<file path="src/stc_pkg.sv">
package stc_pkg;

   localparam int CsrIndexWidth = 2;
   localparam int CsrDataWidth  = 30;
   localparam int ScaleWidth    = 30;
   localparam int PixWidth      = 16;
   localparam int ProdWidth     = PixWidth + ScaleWidth;
   localparam int PktBytes      = 5;
   localparam int PktIdxWidth   = $clog2(PktBytes);
   localparam int BufDepth      = 4;
   localparam int LenWidth      = 3;

   localparam logic [CsrIndexWidth-1:0] CSR_DISPLAY_HEIGHT = 2'd0;
   localparam logic [CsrIndexWidth-1:0] CSR_X_SCALE        = 2'd1;
   localparam logic [CsrIndexWidth-1:0] CSR_Y_SCALE        = 2'd2;

   localparam logic [1:0] MODE_HOST  = 2'd0;
   localparam logic [1:0] MODE_TOUCH = 2'd1;
   localparam logic [1:0] MODE_TICK  = 2'd2;

   localparam logic [7:0] TERM_BYTE   = 8'h0d;
   localparam logic [7:0] SOH_BYTE    = 8'h01;
   localparam logic [7:0] CMD_RESTART = 8'h52;
   localparam logic [7:0] CMD_DIAG    = 8'h44;
   localparam logic [7:0] CMD_DIAG_X  = 8'h58;
   localparam logic [7:0] ACK_MID     = 8'h30;
   localparam logic [7:0] HEAD_PRESS  = 8'hc0;
   localparam logic [7:0] HEAD_LIFT   = 8'h80;

   localparam logic [LenWidth-1:0]    LEN_MAX      = 3'd7;
   localparam logic [PktIdxWidth-1:0] ACK_LAST     = 3'd2;
   localparam logic [PktIdxWidth-1:0] REPORT_LAST  = 3'd4;

   typedef struct packed {
      logic [1:0]  mode;
      logic [7:0]  host_byte;
      logic [15:0] pos_x;
      logic [15:0] pos_y;
      logic        touch_down;
   } stc_req_type;

   typedef struct packed {
      logic [7:0] out_byte;
      logic       last;
   } stc_rsp_type;

   typedef struct packed {
      logic [PktBytes-1:0][7:0]  bytes;
      logic [PktIdxWidth-1:0]    last_idx;
   } stc_pkt_type;

   typedef struct packed {
      logic       pressed;
      logic       lift_pending;
      logic [15:0] coord_x;
      logic [15:0] coord_y;
   } stc_touch_type;

endpackage

</file>
<file path="src/serial_touch_controller.sv">
// flow: an accepted beat is registered in req_ff and processed from there; its first
// result beat is registered in the tx slot, and a busy slot stalls the request
// throughput: a request beat every cycle while no result is owed; an acknowledge takes 3
// result beats and a report 5, and a request owing results waits for the final beat to leave
// reset: synchronous; clears flags, coordinates, command length and config registers
module serial_touch_controller
   import stc_pkg::*;
(
   input  logic                     clock,
   input  logic                     reset,
   input  logic                     req_valid,
   output logic                     req_stall,
   input  stc_req_type              req_data,
   output logic                     rsp_valid,
   input  logic                     rsp_stall,
   output stc_rsp_type              rsp_data,
   input  logic                     csr_wr_en,
   input  logic [CsrIndexWidth-1:0] csr_index,
   input  logic [CsrDataWidth-1:0]  csr_data
);

   stc_req_type   req_ff;
   logic          req_valid_ff, req_valid_in;
   logic          advance;
   logic          needs_out;
   logic          is_host, is_touch, is_tick, is_term;
   logic          booted;
   logic          tx_free;
   logic          report;
   stc_touch_type status;
   stc_pkt_type   pkt;

   assign is_host  = (req_ff.mode == MODE_HOST);
   assign is_touch = (req_ff.mode == MODE_TOUCH);
   assign is_tick  = (req_ff.mode == MODE_TICK);
   assign is_term  = (req_ff.host_byte == TERM_BYTE);
   assign report   = is_tick && (status.pressed || status.lift_pending);

   assign needs_out = (is_host && is_term) || report;
   assign advance   = req_valid_ff && (!needs_out || tx_free);
   assign req_stall = req_valid_ff && !advance;

   assign req_valid_in = req_stall ? req_valid_ff : req_valid;

   always_ff @(posedge clock) begin
      if (reset) begin
         req_valid_ff <= 1'b0;
      end else begin
         req_valid_ff <= req_valid_in;
      end
   end

   always_ff @(posedge clock) begin
      if (!req_stall) begin
         req_ff <= req_data;
      end
   end

   stc_cmd u_cmd (
      .clock     (clock),
      .reset     (reset),
      .take      (advance && is_host),
      .host_byte (req_ff.host_byte),
      .booted    (booted)
   );

   stc_touch u_touch (
      .clock      (clock),
      .reset      (reset),
      .csr_wr_en  (csr_wr_en),
      .csr_index  (csr_index),
      .csr_data   (csr_data),
      .touch_take (advance && is_touch && booted),
      .tick_take  (advance && is_tick),
      .pos_x      (req_ff.pos_x),
      .pos_y      (req_ff.pos_y),
      .touch_down (req_ff.touch_down),
      .status     (status)
   );

   // the report snapshots coordinates so later touches cannot alter it in flight
   always_comb begin
      if (is_tick) begin
         pkt.bytes[0]  = status.pressed ? HEAD_PRESS : HEAD_LIFT;
         pkt.bytes[1]  = {1'b0, status.coord_x[6:0]};
         pkt.bytes[2]  = {1'b0, status.coord_x[13:7]};
         pkt.bytes[3]  = {1'b0, status.coord_y[6:0]};
         pkt.bytes[4]  = {1'b0, status.coord_y[13:7]};
         pkt.last_idx  = REPORT_LAST;
      end else begin
         pkt.bytes[0]  = SOH_BYTE;
         pkt.bytes[1]  = ACK_MID;
         pkt.bytes[2]  = TERM_BYTE;
         pkt.bytes[3]  = '0;
         pkt.bytes[4]  = '0;
         pkt.last_idx  = ACK_LAST;
      end
   end

   stc_tx u_tx (
      .clock     (clock),
      .reset     (reset),
      .load      (advance && needs_out),
      .pkt       (pkt),
      .rsp_stall (rsp_stall),
      .free      (tx_free),
      .rsp_valid (rsp_valid),
      .rsp_data  (rsp_data)
   );

endmodule

</file>
<file path="src/stc_cmd.sv">
module stc_cmd
   import stc_pkg::*;
(
   input  logic       clock,
   input  logic       reset,
   input  logic       take,
   input  logic [7:0] host_byte,
   output logic       booted
);

   logic [BufDepth-1:0][7:0] cmd_buffer_ff;
   logic [LenWidth-1:0]      cmd_length_ff, cmd_length_in;
   logic                     booted_ff, booted_in;
   logic                     is_term;
   logic                     match_reset, match_diag;

   assign is_term = (host_byte == TERM_BYTE);

   assign match_reset = (cmd_length_ff == 3'd2) && (cmd_buffer_ff[0] == SOH_BYTE) &&
                        (cmd_buffer_ff[1] == CMD_RESTART);
   assign match_diag  = (cmd_length_ff == 3'd3) && (cmd_buffer_ff[0] == SOH_BYTE) &&
                        (cmd_buffer_ff[1] == CMD_DIAG) && (cmd_buffer_ff[2] == CMD_DIAG_X);

   always_comb begin
      cmd_length_in = cmd_length_ff;
      booted_in     = booted_ff;
      if (take) begin
         if (is_term) begin
            cmd_length_in = '0;
            if (match_reset) begin
               booted_in = 1'b0;
            end else if (match_diag) begin
               booted_in = 1'b1;
            end
         end else if (cmd_length_ff != LEN_MAX) begin
            cmd_length_in = cmd_length_ff + 3'd1;
         end
      end
   end

   always_ff @(posedge clock) begin
      if (reset) begin
         cmd_length_ff <= '0;
         booted_ff     <= 1'b0;
      end else begin
         cmd_length_ff <= cmd_length_in;
         booted_ff     <= booted_in;
      end
   end

   // bytes past the fourth are counted but not kept
   always_ff @(posedge clock) begin
      if (take && !is_term && !cmd_length_ff[2]) begin
         cmd_buffer_ff[cmd_length_ff[1:0]] <= host_byte;
      end
   end

   assign booted = booted_ff;

endmodule

</file>
<file path="src/stc_touch.sv">
module stc_touch
   import stc_pkg::*;
(
   input  logic                     clock,
   input  logic                     reset,
   input  logic                     csr_wr_en,
   input  logic [CsrIndexWidth-1:0] csr_index,
   input  logic [CsrDataWidth-1:0]  csr_data,
   input  logic                     touch_take,
   input  logic                     tick_take,
   input  logic [15:0]              pos_x,
   input  logic [15:0]              pos_y,
   input  logic                     touch_down,
   output stc_touch_type            status
);

   logic [15:0]           display_height_ff;
   logic [ScaleWidth-1:0] x_scale_ff, y_scale_ff;
   logic                  pressed_ff, pressed_in;
   logic                  lift_pending_ff, lift_pending_in;
   logic [15:0]           coord_x_ff, coord_x_in;
   logic [15:0]           coord_y_ff, coord_y_in;
   logic [15:0]           pix_y;
   logic [ProdWidth-1:0]  prod_x, prod_y;

   always_ff @(posedge clock) begin
      if (reset) begin
         display_height_ff <= '0;
         x_scale_ff        <= '0;
         y_scale_ff        <= '0;
      end else if (csr_wr_en) begin
         unique case (csr_index)
            CSR_DISPLAY_HEIGHT: display_height_ff <= csr_data[15:0];
            CSR_X_SCALE:        x_scale_ff        <= csr_data[ScaleWidth-1:0];
            CSR_Y_SCALE:        y_scale_ff        <= csr_data[ScaleWidth-1:0];
            default: ;
         endcase
      end
   end

   // y is flipped against the display height, wrapping at 16 bits
   assign pix_y  = display_height_ff - pos_y;
   assign prod_x = ProdWidth'(pos_x) * ProdWidth'(x_scale_ff);
   assign prod_y = ProdWidth'(pix_y) * ProdWidth'(y_scale_ff);

   always_comb begin
      coord_x_in      = coord_x_ff;
      coord_y_in      = coord_y_ff;
      pressed_in      = pressed_ff;
      lift_pending_in = lift_pending_ff;
      if (touch_take) begin
         coord_x_in = prod_x[31:16];
         coord_y_in = prod_y[31:16];
         pressed_in = touch_down;
      end
      if (tick_take) begin
         if (pressed_ff) begin
            lift_pending_in = 1'b1;
         end else begin
            lift_pending_in = 1'b0;
         end
      end
   end

   always_ff @(posedge clock) begin
      if (reset) begin
         coord_x_ff      <= '0;
         coord_y_ff      <= '0;
         pressed_ff      <= 1'b0;
         lift_pending_ff <= 1'b0;
      end else begin
         coord_x_ff      <= coord_x_in;
         coord_y_ff      <= coord_y_in;
         pressed_ff      <= pressed_in;
         lift_pending_ff <= lift_pending_in;
      end
   end

   assign status.pressed      = pressed_ff;
   assign status.lift_pending = lift_pending_ff;
   assign status.coord_x      = coord_x_ff;
   assign status.coord_y      = coord_y_ff;

endmodule

</file>
<file path="src/stc_tx.sv">
module stc_tx
   import stc_pkg::*;
(
   input  logic        clock,
   input  logic        reset,
   input  logic        load,
   input  stc_pkt_type pkt,
   input  logic        rsp_stall,
   output logic        free,
   output logic        rsp_valid,
   output stc_rsp_type rsp_data
);

   stc_pkt_type            pkt_ff;
   logic                   valid_ff, valid_in;
   logic [PktIdxWidth-1:0] idx_ff, idx_in;
   logic                   at_last;
   logic                   beat_done;

   assign at_last   = (idx_ff == pkt_ff.last_idx);
   assign beat_done = valid_ff && !rsp_stall;
   // slot opens when empty or while its final beat leaves
   assign free      = !valid_ff || (beat_done && at_last);

   always_comb begin
      valid_in = valid_ff;
      idx_in   = idx_ff;
      if (load) begin
         valid_in = 1'b1;
         idx_in   = '0;
      end else if (beat_done) begin
         if (at_last) begin
            valid_in = 1'b0;
         end else begin
            idx_in = idx_ff + 3'd1;
         end
      end
   end

   always_ff @(posedge clock) begin
      if (reset) begin
         valid_ff <= 1'b0;
         idx_ff   <= '0;
      end else begin
         valid_ff <= valid_in;
         idx_ff   <= idx_in;
      end
   end

   always_ff @(posedge clock) begin
      if (load) begin
         pkt_ff <= pkt;
      end
   end

   assign rsp_valid         = valid_ff;
   assign rsp_data.out_byte = pkt_ff.bytes[idx_ff];
   assign rsp_data.last     = at_last;

endmodule

</file>
<file path="config.mk">
export PLATFORM = sky130hd
export DESIGN_NAME = serial_touch_controller
export DESIGN_NICKNAME = d
export VERILOG_FILES = /design/src/stc_pkg.sv /design/src/serial_touch_controller.sv /design/src/stc_cmd.sv /design/src/stc_touch.sv /design/src/stc_tx.sv
export SDC_FILE = /design/constraint.sdc
export NUM_CORES = 2
export LEC_CHECK = 0
export BUFFER_PORTS_ARGS = -buffer_cell sky130_fd_sc_hd__buf_2
export CAP_MARGIN = 20
export CORE_ASPECT_RATIO = 1.2
export CORE_MARGIN = 2
export CORE_UTILIZATION = 59
export DETAILED_ROUTE_END_ITERATION = 8
export GPL_ROUTABILITY_DRIVEN = 0
export PLACE_DENSITY = 0.77
export REMOVE_ABC_BUFFERS = 1
export SLEW_MARGIN = 40
export SYNTH_ARGS = -nofsm -noshare
export SYNTH_HDL_FRONTEND = slang
export SYNTH_SLANG_ARGS = --single-unit
</file>
<file path="constraint.sdc">
create_clock -name clock -period 8.1 [get_ports clock]
set_input_delay 1.62 -clock clock [delete_from_list [all_inputs] [get_ports clock]]
set_output_delay 1.62 -clock clock [all_outputs]
set_load 0.01 [all_outputs]
</file>
==> impl_metrics.py <==
metrics = {
    "timing": {
        "max_slew_margin_pct": 40.1,
        "fin_hold_ws_ns": 0.451,
        "period_minus_slack_ns": 8.19,
        "final-hold-violation-count": 0,
        "setup_slack_ns": -0.0937,
        "rsz0062_at_grt": "yes",
        "fin_skew_ns": 0.0404,
        "slew_violations": 0,
        "setup_viol": 1,
        "period_share_pct": 101,
        "fmax_mhz": 122,
        "tightestPinTransition_ns": 0.897,
    },
    "yosys": {
        "ys_warn_count": 0,
        "synth_edf_count": 100,
        "ys_async_sr_fraction_pct": 0,
        "synth_common_cells": "682 x nand2_1, 632 x inv_1, 551 x fa_1",
        "yosysTopAreaCell": "fa_1",
        "seq_area_frac_synth_pct": 18.7,
        "yosysMostFrequentCell": "nand2_1",
        "synth_top_area_share_pct": 38.8,
        "ys_ff_latch": 215,
        "ys.flop_type": "dfxtp_1",
        "synth.avg_cell_area_um2": 9.13,
        "synthTopCellsByArea": "fa_1 39%, edfxtp_1 11%, nand2_1 9.0%, inv_1 8.3%, dfxtp_1 8.1%",
        "synth_cell_types": 67,
        "syn_area_mm2": 0.0284,
        "syn_inst": 3115,
    },
    "drt": {
        "routed-via-count": 21600,
        "avgRoutedWirePerCell_um": 19.2,
        "drc": 0,
        "first_pass_iters": 5,
        "avgViaCountPerCell": 5.62,
        "routed_wl_um": 73500,
        "ant_nets": 0,
        "drtIter0Drc": 1411,
    },
    "clock_tree": {
        "clock_latency_ns": 0.55,
        "cts.sinks": 215,
        "cts_tree": "yes",
        "clk_path_buf_depth": 3,
        "cts-buffers-inserted": 22,
        "clk_pin_slew_worst_paths_ns": 0.07,
        "cts_max_level": 1,
        "cts-root-buf": "clkbuf_16",
    },
    "setup_path": {
        "cp_max_fo": 3,
        "critPathSlowestCell": "fa_1",
        "end_kind": "register",
        "worst_ep_required_time_ns": 8.47,
        "crit_arrival_ns": 8.56,
        "crit_path_start_kind": "register",
        "r2r-start": "u_touch.display_height_ff[1]",
        "worstRegToRegCells": 31,
        "r2r_end": "u_touch.coord_y_ff[13]",
        "cpPeakStageDelay_ns": 0.57,
        "crit_top_cell": "xnor2_1",
        "crit_type": "register to register",
        "reg2reg_slack_ns": -0.09,
    },
    "worst_hold_path": {
        "min_from": "u_touch.coord_x_ff[7]",
        "whs_path_depth": 2,
        "whs_endpoint": "u_touch.coord_x_ff[7]",
        "min_path_type": "register to register",
    },
    "pwr": {
        "power_density_mw_per_mm2": 114,
        "p_leak_nw": 13.7,
        "ir_worst_vdd_mv": 0.162,
    },
    "global_route": {
        "grt_antenna_before_repair": 0,
        "globalRouteOverflowTotal": 0,
        "grt_pass1_wl_um": 121000,
        "first_global_vias": 24100,
        "gr-usage-all-layers_pct": 31.1,
        "grt_max_degree": 102,
    },
    "placed_design": {
        "post_dp_cell_area_mm2": 0.0299,
        "dp_slack_ns": -0.377,
        "port_buffers": 90,
        "dp_hpwl_um": 57500,
    },
    "floorplanning": {
        "fp.dieH_um": 244,
        "die_w_um": 204,
        "core_mm2": 0.0478,
        "ioPinCount": 91,
        "row_count": 88,
        "die_area_mm2": 0.0500,
        "start_util_pct": 59.5,
    },
    "final_layout": {
        "syn2layout_area_growth_pct": 9.28,
        "final_area_mm2": 0.0311,
        "num-nets-final": 3966,
        "multi_input_area_mm2": 0.0204,
        "regArea_mm2": 0.00531,
        "drive_above_1_share_pct": 9.79,
        "finish.utilization_pct": 65.0,
        "fillCellCount": 3824,
        "insertedDiodeCount": 0,
    },
    "job": {
        "cap_violations": 0,
    },
    "outcome": {
        "outcome": "complete, but fails checks",
        "failed_checks": "negative setup slack",
    },
}
==> repair_timing <==
item / 4_1_cts / 5_1_grt
gates resized for setup: 15 / 54
setup buffers: 11 / 11
gates cloned: 0 / 0
pin swaps: 21 / 40
endpoints found under the hold margin: 0 / 0
setup endpoints to repair: 9 / 13
hold buffers: 0 / 0
==> through the flow <==
| stage | power [W] | instances | setup TNS (ns) |
|---|---|---|---|
| 2_1_floorplan | 0.00202 | 2958 | 0 |
| 3_3_place_gp | 0.00239 | 3773 | -0.134 |
| 3_5_place_dp | 0.00245 | 3777 | -1.11 |
| 4_1_cts | 0.00349 | 3828 | 0 |
| 5_1_grt | 0.00374 | 3838 | -1.74 |
| 6_report | 0.00354 | 3838 | -0.0937 |
==> kinds of logic after synthesis <==
kind of cell	after synthesis	synth area share (%)
simple gates	1090	17.7
buf+inv	789	10.4
fa+ha+maj	694	45.1
compound gates	234	4.92
flops	215	18.7
xor+xnor	83	2.80
mux	10	0.440
==> registers in the layout, summed over array words and instances (netlist names) <==
name	flops
req_ff	43
u_tx.pkt_ff	33
u_touch.x_scale_ff	30
u_touch.y_scale_ff	30
u_cmd.cmd_buffer_ff	24
u_touch.display_height_ff	16
u_touch.coord_x_ff	14
u_touch.coord_y_ff	14
u_cmd.cmd_length_ff	3
u_tx.idx_ff	3
req_valid_ff	1
u_cmd.booted	1
u_touch.lift_pending_ff	1
u_touch.pressed_ff	1
u_tx.rsp_valid	1
==> how the worst max path moves through the flow <==
stage / to / slack (ns) / from
floorplan: u_touch.coord_y_ff[13] / 0.15 / u_touch.display_height_ff[0]
global placement: u_touch.coord_y_ff[13] / -0.13 / u_touch.display_height_ff[0]
detailed placement: u_touch.coord_y_ff[13] / -0.38 / u_touch.display_height_ff[0]
CTS: u_touch.coord_y_ff[13] / 0.008 / u_touch.display_height_ff[0]
global route: u_touch.coord_y_ff[13] / -0.48 / u_touch.display_height_ff[1]
finish: u_touch.coord_y_ff[13] / -0.09 / u_touch.display_height_ff[1]
==> metal layers <==
layer | global-route usage [%] | share of wire (%) | vias up
met4 | 18.3 | 6.4 | 0
li1 | - | - | 9434
met5 | 0 | 0 | -
met3 | 4.97 | 7.6 | 308
met2 | 54.2 | 51 | 1002
met1 | 36.1 | 35 | 10800
==> power by group <==
group          switching, W  internal [W]
clock              0.000456      0.000569
sequential        0.0000684       0.00116
combinational      0.000743      0.000539
total               0.00127       0.00227
==> cell usage in the layout (no fill, tap or decap), types with 89 or more instances in the layout <==
master      n
dfxtp_1   113
nand2_1   680
edfxtp_1  100
ha_1      140
a21oi_1   118
buf_4     107
fa_1      546
buf_2      89
inv_1     625
and2_1    221
==> cell type report <==
| type | count | share of cell area [%] |
|---|---|---|
| sequential | 215 | 17.1 |
| tap | 630 | 2.54 |
| multi-input combinational | 2111 | 65.8 |
| clock inverter | 10 | 0.290 |
| inverter | 632 | 7.64 |
| timing repair buffer | 210 | 4.58 |
| clock buffer | 30 | 2.06 |
==> critical path, delay by kind of cell, from the launching register on <==
kind                     cells  cell delay, ns
AND/OR/NAND/NOR              5            0.90
buffers and inverters        1            0.05
XOR/XNOR                    11            2.19
adder cells (fa/ha/maj)      7            3.09
AO/OA/AOI/OAI                7            1.34
flip-flops                   1            0.45
No activity file was read; power rests on OpenSTA's default activity.
